**config.mk**
```make
export PLATFORM = sky130hd
export DESIGN_NAME = dual_stepper_phase_sequencer
export DESIGN_NICKNAME = d
export VERILOG_FILES = /design/src/rtl/core/dsps_pkg.sv /design/src/rtl/core/dual_stepper_phase_sequencer.sv /design/src/rtl/core/dsps_front.sv /design/src/rtl/core/dsps_queue.sv /design/src/rtl/core/dsps_back.sv
export SDC_FILE = /design/constraint.sdc
export NUM_CORES = 1
export LEC_CHECK = 0
export ABC_CLOCK_PERIOD_IN_PS = 12830
export BUFFER_PORTS_ARGS = -buffer_cell sky130_fd_sc_hd__buf_2
export CAP_MARGIN = 20
export CORE_MARGIN = 5
export CORE_UTILIZATION = 25
export CTS_BUF_LIST = sky130_fd_sc_hd__clkbuf_4 sky130_fd_sc_hd__clkbuf_8
export DETAILED_ROUTE_END_ITERATION = 8
export SLEW_MARGIN = 40
export SYNTH_ARGS = -nofsm -noshare
export SYNTH_HDL_FRONTEND = slang
export SYNTH_SLANG_ARGS = --single-unit
```
**constraint.sdc**
```tcl
create_clock -name clk -period 12.83 [get_ports clk]
set_input_delay 2.566 -clock clk [delete_from_list [all_inputs] [get_ports clk]]
set_output_delay 2.566 -clock clk [all_outputs]
set_load 0.02 [all_outputs]
```
**src/rtl/core/dsps_pkg.sv**
```systemverilog
// Package for the dual stepper phase sequencer.
// Holds the shared constants and the job type passed from front to back.
// No dependencies.
package dsps_pkg;

  localparam logic [3:0] PHASE_RESET = 4'b1001;
  localparam int DATA_BITS = 8;
  localparam int LATCH_IDX = DATA_BITS;
  localparam int IDX_W = $clog2(DATA_BITS + 1);
  localparam int QUEUE_DEPTH = 2;

  typedef struct packed {
    logic [DATA_BITS-1:0] data;
    logic signed [15:0]   count_a;
    logic signed [15:0]   count_b;
  } job_t;

endpackage

```
**src/rtl/core/dual_stepper_phase_sequencer.sv**
```systemverilog
// Top level of the dual stepper phase sequencer: front end, job queue, serializer.
// Depends on dsps_pkg, dsps_front, dsps_queue and dsps_back.
//
//   Channel   Handshake              Payload
//   in_       in_valid / in_ready    in_target_a, in_target_b
//   out_      out_valid / out_ready  out_serial_bit, out_latch_pulse, out_last,
//                                    out_count_a, out_count_b
//
// A tick that moves either motor yields nine transactions, one per cycle while
// out_ready is high; the serializer bounds the sustained rate.
// A tick already at target is taken and yields nothing.
// The front end keeps taking ticks while the queue has room, so the input
// stalls only when the queue is full, behind a serializer run or a
// stalled output; a tick at target waits then as well.
// Synchronous reset restores phases 1001 and counts of zero.
module dual_stepper_phase_sequencer #(
  parameter int QUEUE_DEPTH = dsps_pkg::QUEUE_DEPTH
) (
  input  logic               clk,
  input  logic               rst_n,
  input  logic               in_valid,
  output logic               in_ready,
  input  logic signed [15:0] in_target_a,
  input  logic signed [15:0] in_target_b,
  output logic               out_valid,
  input  logic               out_ready,
  output logic               out_serial_bit,
  output logic               out_latch_pulse,
  output logic               out_last,
  output logic signed [15:0] out_count_a,
  output logic signed [15:0] out_count_b
);

  dsps_pkg::job_t     push_job;
  dsps_pkg::job_t     head_job;
  logic               q_full;
  logic               q_push;
  logic               q_pop;
  logic               q_valid;
  logic signed [15:0] front_count_a;
  logic signed [15:0] front_count_b;

  dsps_front u_front (
    .clk         (clk),
    .rst_n       (rst_n),
    .in_valid    (in_valid),
    .in_ready    (in_ready),
    .in_target_a (in_target_a),
    .in_target_b (in_target_b),
    .q_full      (q_full),
    .q_push      (q_push),
    .q_job       (push_job),
    .count_a     (front_count_a),
    .count_b     (front_count_b)
  );

  dsps_queue #(
    .DEPTH (QUEUE_DEPTH)
  ) u_queue (
    .clk      (clk),
    .rst_n    (rst_n),
    .push     (q_push),
    .wr_job   (push_job),
    .full     (q_full),
    .pop      (q_pop),
    .rd_valid (q_valid),
    .rd_job   (head_job)
  );

  dsps_back u_back (
    .clk             (clk),
    .rst_n           (rst_n),
    .q_valid         (q_valid),
    .q_job           (head_job),
    .q_pop           (q_pop),
    .out_valid       (out_valid),
    .out_ready       (out_ready),
    .out_serial_bit  (out_serial_bit),
    .out_latch_pulse (out_latch_pulse),
    .out_last        (out_last),
    .out_count_a     (out_count_a),
    .out_count_b     (out_count_b)
  );

  assert property (@(posedge clk) disable iff (!rst_n)
    out_valid && out_last |-> out_latch_pulse && !out_serial_bit)
    else $error("latch transaction carries a data bit");

  assert property (@(posedge clk) disable iff (!rst_n)
    q_pop |-> q_valid)
    else $error("serializer popped an empty queue");

  assert property (@(posedge clk) disable iff (!rst_n)
    !(in_valid && in_ready) |=> $stable(front_count_a) && $stable(front_count_b))
    else $error("step counts changed without an input transaction");

  assert property (@(posedge clk) disable iff (!rst_n)
    q_push |-> !q_full)
    else $error("job pushed into a full queue");

endmodule

```
**src/rtl/core/dsps_front.sv**
```systemverilog
// Front end: accepts ticks, steps both motors and queues the phase byte.
// Depends on dsps_pkg.
module dsps_front (
  input  logic               clk,
  input  logic               rst_n,
  input  logic               in_valid,
  output logic               in_ready,
  input  logic signed [15:0] in_target_a,
  input  logic signed [15:0] in_target_b,
  input  logic               q_full,
  output logic               q_push,
  output dsps_pkg::job_t     q_job,
  output logic signed [15:0] count_a,
  output logic signed [15:0] count_b
);

  logic [3:0]         phase_a_r, phase_a_nxt;
  logic [3:0]         phase_b_r, phase_b_nxt;
  logic signed [15:0] count_a_r, count_a_nxt;
  logic signed [15:0] count_b_r, count_b_nxt;
  logic               accept;
  logic               moving;

  assign in_ready = !q_full;
  assign accept   = in_valid && in_ready;
  assign moving   = (count_a_r != in_target_a) || (count_b_r != in_target_b);
  assign q_push   = accept && moving;

  always_comb begin
    phase_a_nxt = phase_a_r;
    count_a_nxt = count_a_r;
    phase_b_nxt = phase_b_r;
    count_b_nxt = count_b_r;
    if (count_a_r > in_target_a) begin
      phase_a_nxt = {phase_a_r[0], phase_a_r[3:1]};
      count_a_nxt = count_a_r - 16'sd1;
    end else if (count_a_r < in_target_a) begin
      phase_a_nxt = {phase_a_r[2:0], phase_a_r[3]};
      count_a_nxt = count_a_r + 16'sd1;
    end
    if (count_b_r > in_target_b) begin
      phase_b_nxt = {phase_b_r[0], phase_b_r[3:1]};
      count_b_nxt = count_b_r - 16'sd1;
    end else if (count_b_r < in_target_b) begin
      phase_b_nxt = {phase_b_r[2:0], phase_b_r[3]};
      count_b_nxt = count_b_r + 16'sd1;
    end
  end

  assign q_job.data    = {phase_a_nxt, phase_b_nxt};
  assign q_job.count_a = count_a_nxt;
  assign q_job.count_b = count_b_nxt;

  always_ff @(posedge clk) begin
    if (!rst_n) begin
      phase_a_r <= dsps_pkg::PHASE_RESET;
      phase_b_r <= dsps_pkg::PHASE_RESET;
      count_a_r <= '0;
      count_b_r <= '0;
    end else if (q_push) begin
      phase_a_r <= phase_a_nxt;
      phase_b_r <= phase_b_nxt;
      count_a_r <= count_a_nxt;
      count_b_r <= count_b_nxt;
    end
  end

  assign count_a = count_a_r;
  assign count_b = count_b_r;

endmodule

```
**src/rtl/core/dsps_queue.sv**
```systemverilog
// Small job queue between the front end and the serializer.
// Depends on dsps_pkg.
module dsps_queue #(
  parameter int DEPTH = dsps_pkg::QUEUE_DEPTH
) (
  input  logic           clk,
  input  logic           rst_n,
  input  logic           push,
  input  dsps_pkg::job_t wr_job,
  output logic           full,
  input  logic           pop,
  output logic           rd_valid,
  output dsps_pkg::job_t rd_job
);

  localparam int PTR_W = (DEPTH > 1) ? $clog2(DEPTH) : 1;
  localparam int CNT_W = $clog2(DEPTH + 1);
  localparam logic [PTR_W-1:0] PTR_LAST = PTR_W'(DEPTH - 1);
  localparam logic [CNT_W-1:0] CNT_FULL = CNT_W'(DEPTH);

  dsps_pkg::job_t    entries [DEPTH];
  logic [PTR_W-1:0]  wr_ptr_r, wr_ptr_nxt;
  logic [PTR_W-1:0]  rd_ptr_r, rd_ptr_nxt;
  logic [CNT_W-1:0]  fill_r, fill_nxt;

  assign full     = (fill_r == CNT_FULL);
  assign rd_valid = (fill_r != '0);
  assign rd_job   = entries[rd_ptr_r];

  always_comb begin
    wr_ptr_nxt = wr_ptr_r;
    rd_ptr_nxt = rd_ptr_r;
    fill_nxt   = fill_r;
    if (push) begin
      wr_ptr_nxt = (wr_ptr_r == PTR_LAST) ? '0 : wr_ptr_r + PTR_W'(1);
    end
    if (pop) begin
      rd_ptr_nxt = (rd_ptr_r == PTR_LAST) ? '0 : rd_ptr_r + PTR_W'(1);
    end
    if (push && !pop) begin
      fill_nxt = fill_r + CNT_W'(1);
    end else if (pop && !push) begin
      fill_nxt = fill_r - CNT_W'(1);
    end
  end

  always_ff @(posedge clk) begin
    if (push) begin
      entries[wr_ptr_r] <= wr_job;
    end
  end

  always_ff @(posedge clk) begin
    if (!rst_n) begin
      wr_ptr_r <= '0;
      rd_ptr_r <= '0;
      fill_r   <= '0;
    end else begin
      wr_ptr_r <= wr_ptr_nxt;
      rd_ptr_r <= rd_ptr_nxt;
      fill_r   <= fill_nxt;
    end
  end

endmodule

```
**src/rtl/core/dsps_back.sv**
```systemverilog
// Back end: shifts each queued phase byte out MSB first, then a latch strobe.
// Depends on dsps_pkg.
module dsps_back (
  input  logic               clk,
  input  logic               rst_n,
  input  logic               q_valid,
  input  dsps_pkg::job_t     q_job,
  output logic               q_pop,
  output logic               out_valid,
  input  logic               out_ready,
  output logic               out_serial_bit,
  output logic               out_latch_pulse,
  output logic               out_last,
  output logic signed [15:0] out_count_a,
  output logic signed [15:0] out_count_b
);

  localparam logic [dsps_pkg::IDX_W-1:0] LATCH_IDX =
    dsps_pkg::IDX_W'(dsps_pkg::LATCH_IDX);

  logic                            busy_r, busy_nxt;
  logic [dsps_pkg::IDX_W-1:0]      idx_r, idx_nxt;
  logic [dsps_pkg::DATA_BITS-1:0]  shift_r, shift_nxt;
  logic signed [15:0]              cnt_a_r, cnt_a_nxt;
  logic signed [15:0]              cnt_b_r, cnt_b_nxt;
  logic                            at_latch;
  logic                            done;

  assign at_latch = (idx_r == LATCH_IDX);
  assign done     = busy_r && out_ready && at_latch;
  assign q_pop    = q_valid && (!busy_r || done);

  always_comb begin
    busy_nxt  = busy_r;
    idx_nxt   = idx_r;
    shift_nxt = shift_r;
    cnt_a_nxt = cnt_a_r;
    cnt_b_nxt = cnt_b_r;
    if (q_pop) begin
      busy_nxt  = 1'b1;
      idx_nxt   = '0;
      shift_nxt = q_job.data;
      cnt_a_nxt = q_job.count_a;
      cnt_b_nxt = q_job.count_b;
    end else if (done) begin
      busy_nxt = 1'b0;
    end else if (busy_r && out_ready) begin
      idx_nxt   = idx_r + dsps_pkg::IDX_W'(1);
      shift_nxt = {shift_r[dsps_pkg::DATA_BITS-2:0], 1'b0};
    end
  end

  always_ff @(posedge clk) begin
    if (!rst_n) begin
      busy_r <= 1'b0;
      idx_r  <= '0;
    end else begin
      busy_r <= busy_nxt;
      idx_r  <= idx_nxt;
    end
  end

  always_ff @(posedge clk) begin
    shift_r <= shift_nxt;
    cnt_a_r <= cnt_a_nxt;
    cnt_b_r <= cnt_b_nxt;
  end

  assign out_valid       = busy_r;
  assign out_serial_bit  = at_latch ? 1'b0 : shift_r[dsps_pkg::DATA_BITS-1];
  assign out_latch_pulse = at_latch;
  assign out_last        = at_latch;
  assign out_count_a     = cnt_a_r;
  assign out_count_b     = cnt_b_r;

endmodule

```
Word-level counts from Yosys, hierarchy flattened

Memories as Yosys holds them, arrays and structs flattened. A register that Yosys moved wholly into a read port is not among the register bits.
Index checks and enable logic that the tools add are counted.

Memory bits (writable): 80
Latch bits: 0
Output and inout port bits: 37
Memories kept: 1
Bits of input ports: 36
Memory bits (read-only): 0
Register bits after elaboration: 89

Reduce and logical (&&, ||, !) cells: 20
Divide/modulo/power cells: 0
Multiply operators: 0
Equal/unequal tests: 5
Magnitude comparators: 4
Mux-type cells: 22
Bitwise operators: 2
Shift-type cells: 0
Add/subtract/negate cells: 9

Memory list:

| name            | words | width | read ports | clocked after memory_dff | wr ports | RTL line         | RTL |
|---|---|---|---|---|---|---|---|
| u_queue.entries | 2     | 40    | 1          | 1                        | 1        | dsps_queue.sv:21 | `dsps_pkg::job_t entries [DEPTH];` |

Operators by type and width:

| cell                    | number |
|---|---|
| $mux W16                | 4 |
| $add A16 B2 Y16 const B | 2 |
| $gt A16 B16 Y1          | 2 |
| $lt A16 B16 Y1          | 2 |
| $ne A16 B16 Y1          | 2 |
| $sub A16 B2 Y16 const B | 2 |
| $mux W8                 | 3 |
| $mux W4                 | 4 |
| $mux W1                 | 9 |
| $reduce_bool A2 Y1      | 4 |
| $logic_and A1 B1 Y1     | 7 |
| $add A4 B1 Y4 const B   | 1 |
| $eq A4 B4 Y1 const B    | 1 |
| $logic_not A1 Y1        | 4 |
| $mux W2                 | 2 |
| $reduce_and A2 Y1       | 2 |
| $add A1 B1 Y1 const B   | 2 |
| $add A2 B1 Y2 const B   | 1 |
| $eq A2 B2 Y1 const B    | 1 |
| $logic_or A1 B1 Y1      | 2 |
| $ne A2 B2 Y1 const B    | 1 |
| $not A1 Y1              | 2 |
| $reduce_or A2 Y1        | 1 |
| $sub A2 B1 Y2 const B   | 1 |

Logic depth before layout (Yosys ltp)

Gate-level depths: netlist of the first run.

Depth in word-level cells: 8
Gate-level depth with buffers: 13

Cells and area by module

From an unflattened synthesis of the first run, not the netlist that was laid out.

Cells, all modules: 772
Area total of the unflattened synthesis: 8758.4 µm²

By module, submodules not included:

| module     | area an instance (µm²) | cells an instance | instances |
|---|---|---|---|
| dsps_front | 4047.6                 | 541               | 1 |
| dsps_queue | 3094.2                 | 146               | 1 |
| dsps_back  | 1616.6                 | 85                | 1 |

Worst setup path before layout of the first run

OpenSTA, ideal clock, no wires.

Path type: in2reg
Start: input in_target_b[13]
End: memory u_queue.entries[0][0] (netlist name) (enable)
Path slack: 6810 ps
Stages on the path: 9
Arrival: 5583 ps
Setup time: 438 ps
Cells stage by stage: inv_1 > ha_1 > nand4_1 > nor4_1 > a21o_1 > buf_2 > buf_2 > clkbuf_1 > nor2_1

Word-level cells in the longest chain between the ends: 5

RTL lines:

| what                          | RTL line                           | RTL |
|---|---|---|
| from (decl)                   | dual_stepper_phase_sequencer.sv:24 | `input logic signed [15:0] in_target_b,` |
| $ne A16 B16 Y1                | dsps_front.sv:26                   | `assign moving = (count_a_r != in_target_a) \|\| (count_b_r != in_target_b);` |
| $logic_or A1 B1 Y1            | dsps_front.sv:26                   |  |
| $logic_and A1 B1 Y1           | dsps_front.sv:27                   | `assign q_push = accept && moving;` |
| $mux W1                       | dsps_queue.sv:48                   | `if (push) begin` |
| $mux W1 (implied by the code) | dsps_queue.sv:49                   | `entries[wr_ptr_r] <= wr_job;` |
| to (decl)                     | dsps_queue.sv:21                   |  |

No other way between the ends.

Worst setup path after layout of the first run

Start: input in_target_b[14]
End: register u_queue.fill_r[1]

Word-level cells in the longest chain between the ends: 6
Elaborated cells on any way between the ends: 8
Those cells by class: eq/ne (1); mux (1); reduce/logical (6)

RTL lines:

| what                         | RTL line         | RTL |
|---|---|---|
| $ne A16 B16 Y1 *             | dsps_front.sv:26 |  |
| $logic_or A1 B1 Y1 *         | dsps_front.sv:26 |  |
| $logic_and A1 B1 Y1 *        | dsps_front.sv:27 |  |
| $logic_not A1 Y1             | dsps_queue.sv:42 | `end else if (pop && !push) begin` |
| $logic_and A1 B1 Y1          | dsps_queue.sv:42 |  |
| $reduce_bool A2 Y1 (no line) | --               |  |
| to (signal assigned)         | dsps_queue.sv:61 | `fill_r <= fill_nxt;` |
| to (decl)                    | dsps_queue.sv:24 | `logic [CNT_W-1:0] fill_r, fill_nxt;` |

Mark *: on every way between the ends. The rest lies on a longest branch, timed or not.
A chain may end at the register's enable or synchronous reset.

==> flow_metrics.py, run 1 <==
metrics = {
    "sta": {
        "fin_ws_ps": 7170,
        "holdWs_ps": 516,
        "finalCritPeriodShare_pct": 44.1,
        "max_freq_mhz": 177,
        "fin_skew_ps": 20.0,
        "slew_viol_final": 0,
        "fin_crit_ps": 5660,
        "rsz0062_at_grt": "no",
        "worst_slew_pin_slew_ps": 771,
        "final_hold_viol_count": 0,
        "slew_headroom_pct": 47.3,
        "final.setup.tns_ps": 0,
        "setup-violations-final": 0,
    },
    "synthesis": {
        "synth-seq-area-share_pct": 51.5,
        "syn_nets": 905,
        "synth_cell_type_count": 66,
        "yosys_warnings": 0,
        "synth.avg_cell_area_sq_um": 10.8,
        "synth.ff_latch_count": 170,
        "synth_flop_cell": "edfxtp_1",
        "async_reset_ff_share_pct": 0,
        "synth_top_area_cell": "edfxtp_1",
        "syn-instance-count": 830,
        "synthTopCellsByArea": "edfxtp_1, dfxtp_1, ha_1",
        "synth_top_area_share_pct": 40.3,
        "synth_area_sq_mm": 0.00894,
        "synth_edf_count": 120,
    },
    "critical_path": {
        "r2r_slack_ps": 8810,
        "worstSetupStartpointType": "input pin",
        "timing.rr.start": "u_front.count_b[0]",
        "crit_chain": "buf_2, inv_1, ha_1, nand4_1, nor4_2, a21o_1, buf_4, inv_1, ha_1, xor2_1, or3_1, a21oi_1",
        "cp.required_ps": 13220,
        "reg2regPathDepth": 11,
        "critPathBufInv": 4,
        "cp_top_family": "simple AND/OR/NAND/NOR gates",
        "cp_slowest_cell": "nor4_2",
        "cp-end-kind": "flip-flop",
        "cp_slowest_stage_delay_ps": 610,
        "crit_arrival_ps": 6050,
        "worstPathMaxFanout": 47,
        "timing.rr.end": "u_queue.fill_r[1]",
        "crit_type": "input pin to flip-flop",
    },
    "floorplan": {
        "row_count": 69,
        "dieWidth_microns": 199,
        "die_h_microns": 199,
        "core_area_sq_mm": 0.0355,
        "dieArea_sq_mm": 0.0397,
        "ios": 73,
        "initial_core_util_pct": 25.2,
    },
    "layout": {
        "layout.nets": 951,
        "final_common_cell": "edfxtp_1",
        "fin_cells": 1350,
        "drive_above_1_share_pct": 19.6,
        "final_cell_mix": "edfxtp_1, buf_2, nand2_1",
        "antenna_cells": 0,
        "final_util_pct": 28.6,
        "area_growth_syn_to_layout_pct": 13.5,
        "design_area_sq_mm": 0.0102,
    },
    "global_routing": {
        "grt_pass1_wl_microns": 32900,
        "first_global_vias": 6087,
        "gr-usage-all-layers_pct": 10.4,
        "antenna_found_initial": 1,
        "grt_max_degree": 49,
        "grt_overflow": 0,
    },
    "placed_design": {
        "preCtsSetupSlack_ps": 6450,
        "place_area_sq_mm": 0.00975,
        "gp_congestion": 0.859,
        "numPortBuffers": 72,
        "post-place-cells": 1318,
        "place_hpwl_microns": 14500,
    },
    "pwr": {
        "pwr-share-clk_pct": 14.5,
        "p_seq_share_pct": 41.8,
        "swShare_pct": 40.5,
        "power.switching_mw": 1.08,
        "intPower_mw": 1.58,
        "power_density_mw_per_mm2": 262,
        "power_mw": 2.66,
        "irDropWorstVdd_uv": 89.2,
        "comb_power_share_pct": 43.7,
        "p_leak_nw": 3.85,
    },
    "clock_tree": {
        "cts_buffers": 17,
        "ctsLongestPathBuffers": 2,
        "cts-root-buf": "clkbuf_8",
        "post_cts.repair.setup_buffers": 0,
        "htreeDepth": 4,
        "cts_hold_buffers": 0,
        "cts_tree": "done",
        "clock_latency_ps": 470,
        "clk_pin_slew_ps": 90,
        "clock_sinks": 170,
        "post_cts_resized": 0,
    },
    "routing": {
        "dr.first_iter.drc_count": 432,
        "viasPerCell": 4.67,
        "vias": 6299,
        "drc_errors": 0,
        "firstDrtPassIters": 5,
        "routed_wl_microns": 20500,
        "ant_nets": 0,
        "wl_per_cell_microns": 15.2,
    },
    "hold_path": {
        "hold_path_depth": 2,
        "worstHoldStart": "u_front.phase_a_r[2]",
        "hold_class": "flip-flop to flip-flop",
        "hold_end": "u_front.phase_a_r[2]",
    },
    "run_status": {
        "status": "complete, no violations",
    },
    "job": {
        "maxCapViolations": 0,
    },
}
cells in the mapped netlist (19+ instances only):
library cell,n
nand2b_1,19
a21oi_1,43
edfxtp_1,120
mux2i_1,37
nor3_1,23
xnor2_1,27
nand3_1,34
o21ai_0,19
inv_1,45
clkbuf_1,32
mux2_2,41
nor2_1,52
ha_1,39
dfxtp_1,50
nand2_1,62
cell families after synthesis:
kind of cell    Yosys count  synth area share [%]
compound gates          127                  9.06
xor+xnor                 38                  3.72
fa+ha+maj                39                  5.46
buf+inv                  98                  4.39
flops                   170                  51.5
mux                      78                  9.30
simple gates            280                  16.6
power by group through the flow:
| stage | sequential, mW | clock (mW) | combinational [mW] |
|---|---|---|---|
| 3_5_place_dp | 1.13 | 0 | 1.17 |
| 5_1_grt | 1.15 | 0.420 | 1.29 |
| 4_1_cts | 1.12 | 0.401 | 1.17 |
| 3_3_place_gp | 1.13 | 0 | 1.14 |
| 2_1_floorplan | 1.09 | 0 | 0.873 |
| 6_report | 1.11 | 0.386 | 1.16 |
routing by layer:
layer	vias to the layer above	global-route usage (%)	wire, microns	part of all wire [%]
li1	3112	-	-	-
met1	2992	15.0	9910	48
met2	171	15.4	9020	44
met3	22	2.58	1210	5.9
met4	2	3.42	388	1.9
met5	-	0	13	0.063
cell type report:
cell class                 instances  area (sq um)
sequential                       170          4610
multi-input combinational        562          3990
inverter                          46           173
clock inverter                    13           145
fill                            3642         25300
clock buffer                      19           255
timing repair buffer              79           413
tap                              461           577
tightest hold or removal path, delay by kind of cell (launching register included):
| kind | cells | cell delay (ps) |
|---|---|---|
| flip-flops | 1 | 340 |
| AND/OR/NAND/NOR | 1 | 70 |
| AO/OA/AOI/OAI | 1 | 60 |
worst max path at each step:
stage                         start                endpoint  depth (start not counted)
floorplan           in_target_b[13]   u_queue.entries[0][0]                          9
global placement     in_target_b[3]  u_queue.entries[1][25]                          9
detailed placement  in_target_b[14]       u_queue.fill_r[1]                         11
CTS                 in_target_b[14]       u_queue.fill_r[1]                         11
global route        in_target_b[13]       u_queue.fill_r[1]                         12
finish              in_target_b[14]       u_queue.fill_r[1]                         12
sequential cells by signal (all words and copies together), names as in the netlist, named ones only:
register / flops
u_queue.entries: 80
u_queue.wr_ptr_r: 1
u_front.phase_b_r: 4
u_back.out_count_b: 16
u_front.phase_a_r: 4
u_back.out_count_a: 16
u_back.shift_r: 8
u_back.idx_r: 4
u_queue.fill_r: 2
u_queue.rd_ptr_r: 1
u_front.count_b: 16
u_back.out_valid: 1
u_front.count_a: 16
Power figures use the tool's default switching activity.
==> run 2: changes to the inputs <==
--- a/config.mk
+++ b/config.mk
@@ -5,7 +5,8 @@
 export SDC_FILE = /design/constraint.sdc
 export NUM_CORES = 1
 export LEC_CHECK = 0
-export ABC_CLOCK_PERIOD_IN_PS = 12830
+export ABC_AREA = 1
+export ABC_CLOCK_PERIOD_IN_PS = 4700
 export BUFFER_PORTS_ARGS = -buffer_cell sky130_fd_sc_hd__buf_2
 export CAP_MARGIN = 20
 export CORE_MARGIN = 5
==> constraint.sdc (replaced) <==
create_clock -name clk -period 4.7 [get_ports clk]
set_input_delay 0.94 -clock clk [delete_from_list [all_inputs] [get_ports clk]]
set_output_delay 0.94 -clock clk [all_outputs]
set_load 0.02 [all_outputs]
==> flow_metrics.py, run 2 <==
metrics = {
    "global_routing": {
        "grt_pass1_wl_microns": 37500,
        "grt_overflow": 0,
        "antenna_found_initial": 1,
        "first_global_vias": 7014,
        "grt_max_degree": 48,
        "gr-usage-all-layers_pct": 11.2,
    },
    "layout": {
        "ff_latch_area_sq_mm": 0.00460,
        "largest_register": "u_queue.entries",
        "antenna_cells": 0,
        "multi_input_area_sq_mm": 0.00418,
        "drive_above_1_share_pct": 11.0,
        "largest_reg_flops": 80,
        "fillers": 4013,
        "area_growth_syn_to_layout_pct": 12.9,
        "final_cell_mix": "nand2_1, inv_1, nand3_1",
        "final_util_pct": 28.6,
        "final_common_cell": "nand2_1",
        "layout.nets": 1298,
    },
    "sta": {
        "finalCritPeriodShare_pct": 76.1,
        "fin_ws_ps": 1120,
        "final_hold_viol_count": 0,
        "fin_skew_ps": 27.5,
        "max_freq_mhz": 280,
        "setup-violations-final": 0,
        "slew_headroom_pct": 47.1,
        "slew_viol_final": 0,
        "rsz0062_at_grt": "no",
        "worst_slew_pin_slew_ps": 788,
        "fin_crit_ps": 3580,
        "final.setup.tns_ps": 0,
    },
    "synthesis": {
        "synth_top_area_cell": "edfxtp_1",
        "syn_nets": 1251,
        "async_reset_ff_share_pct": 0,
        "netlist_top_cells_count": "nand2_1, inv_1, nand3_1, edfxtp_1, nor2_1",
        "synth.ff_latch_count": 170,
        "yosys_warnings": 0,
        "synth-seq-area-share_pct": 48.2,
        "synth_edf_count": 120,
        "syn-instance-count": 1176,
        "synth_area_sq_mm": 0.00954,
        "synth_flop_cell": "edfxtp_1",
        "synthMostInstantiatedCell": "nand2_1",
        "synthTopCellsByArea": "edfxtp_1, nand2_1, dfxtp_1",
        "synth_cell_type_count": 37,
        "synth_top_area_share_pct": 37.8,
        "synth.avg_cell_area_sq_um": 8.12,
    },
    "routing": {
        "ant_nets": 0,
        "wl_per_cell_microns": 13.5,
        "wl_met1_microns": 11800,
        "wl_met3_microns": 1280,
        "wl_met2_microns": 10100,
        "viasPerCell": 4.35,
        "routed_wl_microns": 23500,
        "top_layer_used": "met5",
        "vias": 7607,
        "drc_errors": 0,
        "dr.first_iter.drc_count": 532,
        "firstDrtPassIters": 5,
    },
    "placed_design": {
        "place_hpwl_microns": 16700,
        "preCtsSetupSlack_ps": 945,
        "numPortBuffers": 72,
        "gp_congestion": 0.847,
    },
    "clock_tree": {
        "post_cts.repair.setup_buffers": 0,
        "post_cts_resized": 0,
        "clock_latency_ps": 470,
        "ctsLongestPathBuffers": 2,
        "clk_pin_slew_ps": 100,
        "htreeDepth": 4,
        "cts-root-buf": "clkbuf_8",
        "cts_buffers": 17,
        "clock_sinks": 170,
        "cts_hold_buffers": 0,
        "cts_tree": "done",
    },
    "critical_path": {
        "crit_type": "input pin to flip-flop",
        "worstSetupStartpointType": "input pin",
        "critPathBufInv": 4,
        "crit_arrival_ps": 3920,
        "cp-end-kind": "flip-flop",
        "crit_chain": "buf_2, inv_1, ha_1, nand2_2, nor2_2, nand2_2, nor2_1, nand2_1, buf_4, o211ai_4, clkinv_2, ha_1, a21oi_1, o21ai_0, o21ai_0, a21oi_1",
        "cp_slowest_stage_delay_ps": 570,
        "cp_slowest_cell": "clkinv_2",
        "cp_top_family": "adder cells",
        "worstPathMaxFanout": 44,
        "cp.required_ps": 5050,
    },
    "pwr": {
        "irDropWorstVdd_uv": 197,
        "power_mw": 6.44,
        "p_leak_nw": 4.95,
        "power_density_mw_per_mm2": 597,
    },
    "hold_path": {
        "hold_class": "flip-flop to flip-flop",
    },
    "run_status": {
        "status": "complete, no violations",
    },
    "floorplan": {
        "ios": 73,
        "dieWidth_microns": 205,
        "dieArea_sq_mm": 0.0422,
        "row_count": 71,
        "die_h_microns": 205,
        "core_area_sq_mm": 0.0377,
        "initial_core_util_pct": 25.3,
    },
    "job": {
        "maxCapViolations": 0,
    },
}
-- run 2: cell types whose count changed in the layout (fill, tap and decap cells not counted), moves of 26 or more --
| cell | change |
|---|---|
| nand2_1 | +315 |
| xnor2_1 | -27 |
| inv_1 | +89 |
| nor2_1 | +26 |
| xor2_1 | +48 |
| nand3_1 | +98 |
| mux2i_1 | -37 |
| mux2_2 | -41 |
-- run 2: area by class of cell --
class                   count  area share (%)
well taps                 511            5.93
clock buffers              17            2.17
multi-input cells         815            38.7
flip-flops and latches    170            42.7
inverters                 138            4.82
repair buffers             81            3.97
clock inverters            15            1.65
-- run 2: power breakdown --
part | total [mW] | switching, mW | leakage, nW | internal (mW)
Combinational | 2.69 | 1.88 | 3.20 | 0.801
Sequential | 2.67 | 0.309 | 1.55 | 2.36
Clock | 1.08 | 0.588 | 0.194 | 0.492
Total | 6.44 | 2.78 | 4.95 | 3.65
-- run 2: through the flow --
| stage | cells | cell area (sq um) | hold slack [ps] |
|---|---|---|---|
| 2_1_floorplan | 1176 | 9540 | 426 |
| 3_3_place_gp | 1715 | 10400 | 433 |
| 3_5_place_dp | 1715 | 10400 | 439 |
| 4_1_cts | 1747 | 10800 | 450 |
| 5_1_grt | 1747 | 10800 | 481 |
| 6_report | 1747 | 10800 | 448 |
-- run 2: routing by layer --
| metal | global-route usage, % | up-vias |
|---|---|---|
| met3 | 1.99 | 24 |
| met4 | 3.04 | 2 |
| met1 | 16.5 | 3445 |
| met2 | 16.8 | 225 |
| li1 | - | 3911 |
| met5 | 0 | - |
-- run 2: cells by family (layout without fill, tap and decap cells) --
group | Yosys count | in the layout | share of synthesized area, %
AO/OA/AOI/OAI | 79 | 79 | 4.55
AND/OR/NAND/NOR | 638 | 638 | 28.4
XOR/XNOR | 59 | 59 | 5.41
adder cells (fa/ha/maj) | 39 | 39 | 5.11
buffers and inverters | 191 | 251 | 8.26
flip-flops | 170 | 170 | 48.2
-- run 2: path summary, 6_finish.rpt --
path / end / start / depth (start not counted) / slack [ps]
worst min register to register: flip-flop / u_queue.rd_ptr_r / 1 / 450
worst max-delay path: u_queue.fill_r[1] / in_target_b[15] / 16 / 1120
worst max register to register: u_queue.fill_r[1] / u_front.count_b[11] / 14 / 1210
worst min-delay path: flip-flop / u_queue.rd_ptr_r / 1 / 450
-- run 2: worst reg2reg max path, delay by kind of cell (launching register included) --
kind	cells	cell delay, ps
buffers and inverters	2	800
AO/OA/AOI/OAI	5	690
AND/OR/NAND/NOR	5	520
flip-flops	1	450
adder cells (fa/ha/maj)	2	930
==> run 3: changes to the inputs <==
--- a/config.mk
+++ b/config.mk
@@ -6,7 +6,7 @@
 export NUM_CORES = 1
 export LEC_CHECK = 0
 export ABC_AREA = 1
-export ABC_CLOCK_PERIOD_IN_PS = 4700
+export ABC_CLOCK_PERIOD_IN_PS = 3370
 export BUFFER_PORTS_ARGS = -buffer_cell sky130_fd_sc_hd__buf_2
 export CAP_MARGIN = 20
 export CORE_MARGIN = 5
==> constraint.sdc (replaced) <==
create_clock -name clk -period 3.37 [get_ports clk]
set_input_delay 0.674 -clock clk [delete_from_list [all_inputs] [get_ports clk]]
set_output_delay 0.674 -clock clk [all_outputs]
set_load 0.02 [all_outputs]
==> flow_metrics.py, run 3 (synthesis results as in run 2) <==
metrics = {
    "critical_path": {
        "crit_start": "u_front.count_a[7]",
        "crit_chain": "ha_1, nand2_1, nor2_1, nand2_1, nand2_1, nand2_2, nand2_1, nand2_2, buf_4, buf_4, nand4_1, nand3_1, nor2_1, nor2_1",
        "cp_slowest_stage_delay_ps": 420,
        "timing.rr.end": "u_front.phase_a_r[2]",
        "cpMostUsedCell": "nand2_1",
        "reg2regPathDepth": 14,
        "crit_arrival_ps": 3120,
        "cp-end-kind": "flip-flop",
        "cp_slowest_cell": "dfxtp_1",
        "crit_type": "flip-flop to flip-flop",
        "crit_end": "u_front.phase_a_r[2]",
        "r2r_slack_ps": 610,
        "timing.rr.start": "u_front.count_a[7]",
        "worstPathMaxFanout": 11,
        "worstSetupStartpointType": "flip-flop",
        "cp.required_ps": 3730,
    },
    "clock_tree": {
        "cts_buffers": 17,
        "cts_hold_buffers": 0,
        "cts-root-buf": "clkbuf_8",
        "post_cts.repair.setup_buffers": 0,
        "clock_latency_ps": 470,
        "post_cts_resized": 0,
        "ctsLongestPathBuffers": 2,
        "clk_pin_slew_ps": 120,
        "cts_tree": "done",
        "htreeDepth": 4,
        "clock_sinks": 170,
    },
    "sta": {
        "final.setup.tns_ps": 0,
        "rsz0062_at_grt": "no",
        "finalCritPeriodShare_pct": 81.9,
        "max_freq_mhz": 362,
        "fin_ws_ps": 609,
        "setup-violations-final": 0,
        "fin_skew_ps": 29.0,
        "final_hold_viol_count": 0,
        "worst_slew_pin_slew_ps": 861,
        "slew_headroom_pct": 42.2,
        "slew_viol_final": 0,
        "fin_crit_ps": 2760,
    },
    "routing": {
        "vias": 7628,
        "routed_wl_microns": 23600,
        "drc_errors": 0,
        "viasPerCell": 4.32,
        "firstDrtPassIters": 5,
        "dr.first_iter.drc_count": 554,
        "wl_per_cell_microns": 13.4,
        "ant_nets": 0,
    },
    "floorplan": {
        "dieWidth_microns": 205,
        "die_h_microns": 205,
        "row_count": 71,
        "dieArea_sq_mm": 0.0422,
        "ios": 73,
        "core_area_sq_mm": 0.0377,
        "initial_core_util_pct": 25.3,
    },
    "layout": {
        "drive_above_1_share_pct": 12.2,
        "largest_register": "u_queue.entries",
        "fillers": 4016,
        "final_cell_mix": "nand2_1, inv_1, nand3_1",
        "final_common_cell": "nand2_1",
        "fin_cells": 1764,
        "largest_reg_flops": 80,
        "area_growth_syn_to_layout_pct": 14.1,
        "layout.nets": 1315,
        "antenna_cells": 0,
    },
    "hold_path": {
        "hold_class": "flip-flop to flip-flop",
    },
    "pwr": {
        "p_leak_nw": 5.04,
        "irDropWorstVdd_uv": 262,
        "power_density_mw_per_mm2": 825,
    },
    "global_routing": {
        "grt_overflow": 0,
        "grt_max_degree": 44,
        "grt_pass1_wl_microns": 37700,
        "antenna_found_initial": 1,
        "gr-usage-all-layers_pct": 11.2,
        "first_global_vias": 7131,
    },
    "placed_design": {
        "preCtsSetupSlack_ps": 263,
        "post-place-cells": 1732,
        "gp_congestion": 0.906,
        "place_hpwl_microns": 17300,
        "numPortBuffers": 72,
    },
    "run_status": {
        "status": "complete, no violations",
    },
    "job": {
        "maxCapViolations": 0,
    },
}
run 3: cell types whose count changed in the layout (fill, tap and decap cells not counted), sizes merged:
cell	change
buf	+17
bufinv	-1
clkbuf	+1
clkinv	+2
clkinvlp	-4
inv	+2
run 3: cell type report:
class / count / area (sq um) / area share, %
flip-flops and latches: 170 / 4600 / 42.3
clock inverters: 14 / 153 / 1.40
repair buffers: 98 / 556 / 5.10
clock buffers: 18 / 248 / 2.27
multi-input cells: 815 / 4180 / 38.3
inverters: 138 / 518 / 4.76
well taps: 511 / 639 / 5.87
run 3: worst max-delay path, delay by kind of cell, from the launching register on:
kind | cells | cell delay, ps
and+or+nand+nor | 11 | 1500
adders and majority gates | 1 | 340
DFF | 1 | 420
buffers and inverters | 2 | 380
run 3: metrics by stage:
stage                     power, mW  hold WS, ps  util (%)  area (sq um)
after global placement         7.55          437      27.9         10500
after floorplan                6.44          426         -          9550
after global routing           9.73          482      28.9         10900
after CTS                      9.09          456      28.9         10900
final                          8.99          457      28.9         10900
after detailed placement       7.62          443      27.9         10500
run 3: worst min path at each step:
stage	from	depth (start not counted)	endpoint	slack, ps
after global routing	u_queue.rd_ptr_r	1	u_queue.rd_ptr_r	480
after floorplan	u_queue.rd_ptr_r	1	flip-flop	430
final	u_queue.rd_ptr_r	1	flip-flop	460
after global placement	u_queue.rd_ptr_r	1	flip-flop	440
after CTS	u_queue.rd_ptr_r	1	flip-flop	460
after detailed placement	u_queue.rd_ptr_r	1	flip-flop	440
run 3: layer usage:
layer,track usage (%),wire length [microns]
met5,0,0
met4,3.30,324
met3,2.02,1170
met2,17.1,10200
met1,16.4,11800
run 3: where the power goes:
| group | total [mW] | leakage [nW] | switching, mW | internal (mW) |
|---|---|---|---|---|
| sequential | 3.70 | 1.55 | 0.408 | 3.29 |
| combinational | 3.84 | 3.29 | 2.64 | 1.20 |
| clock | 1.46 | 0.203 | 0.819 | 0.639 |
| total | 8.99 | 5.04 | 3.86 | 5.13 |
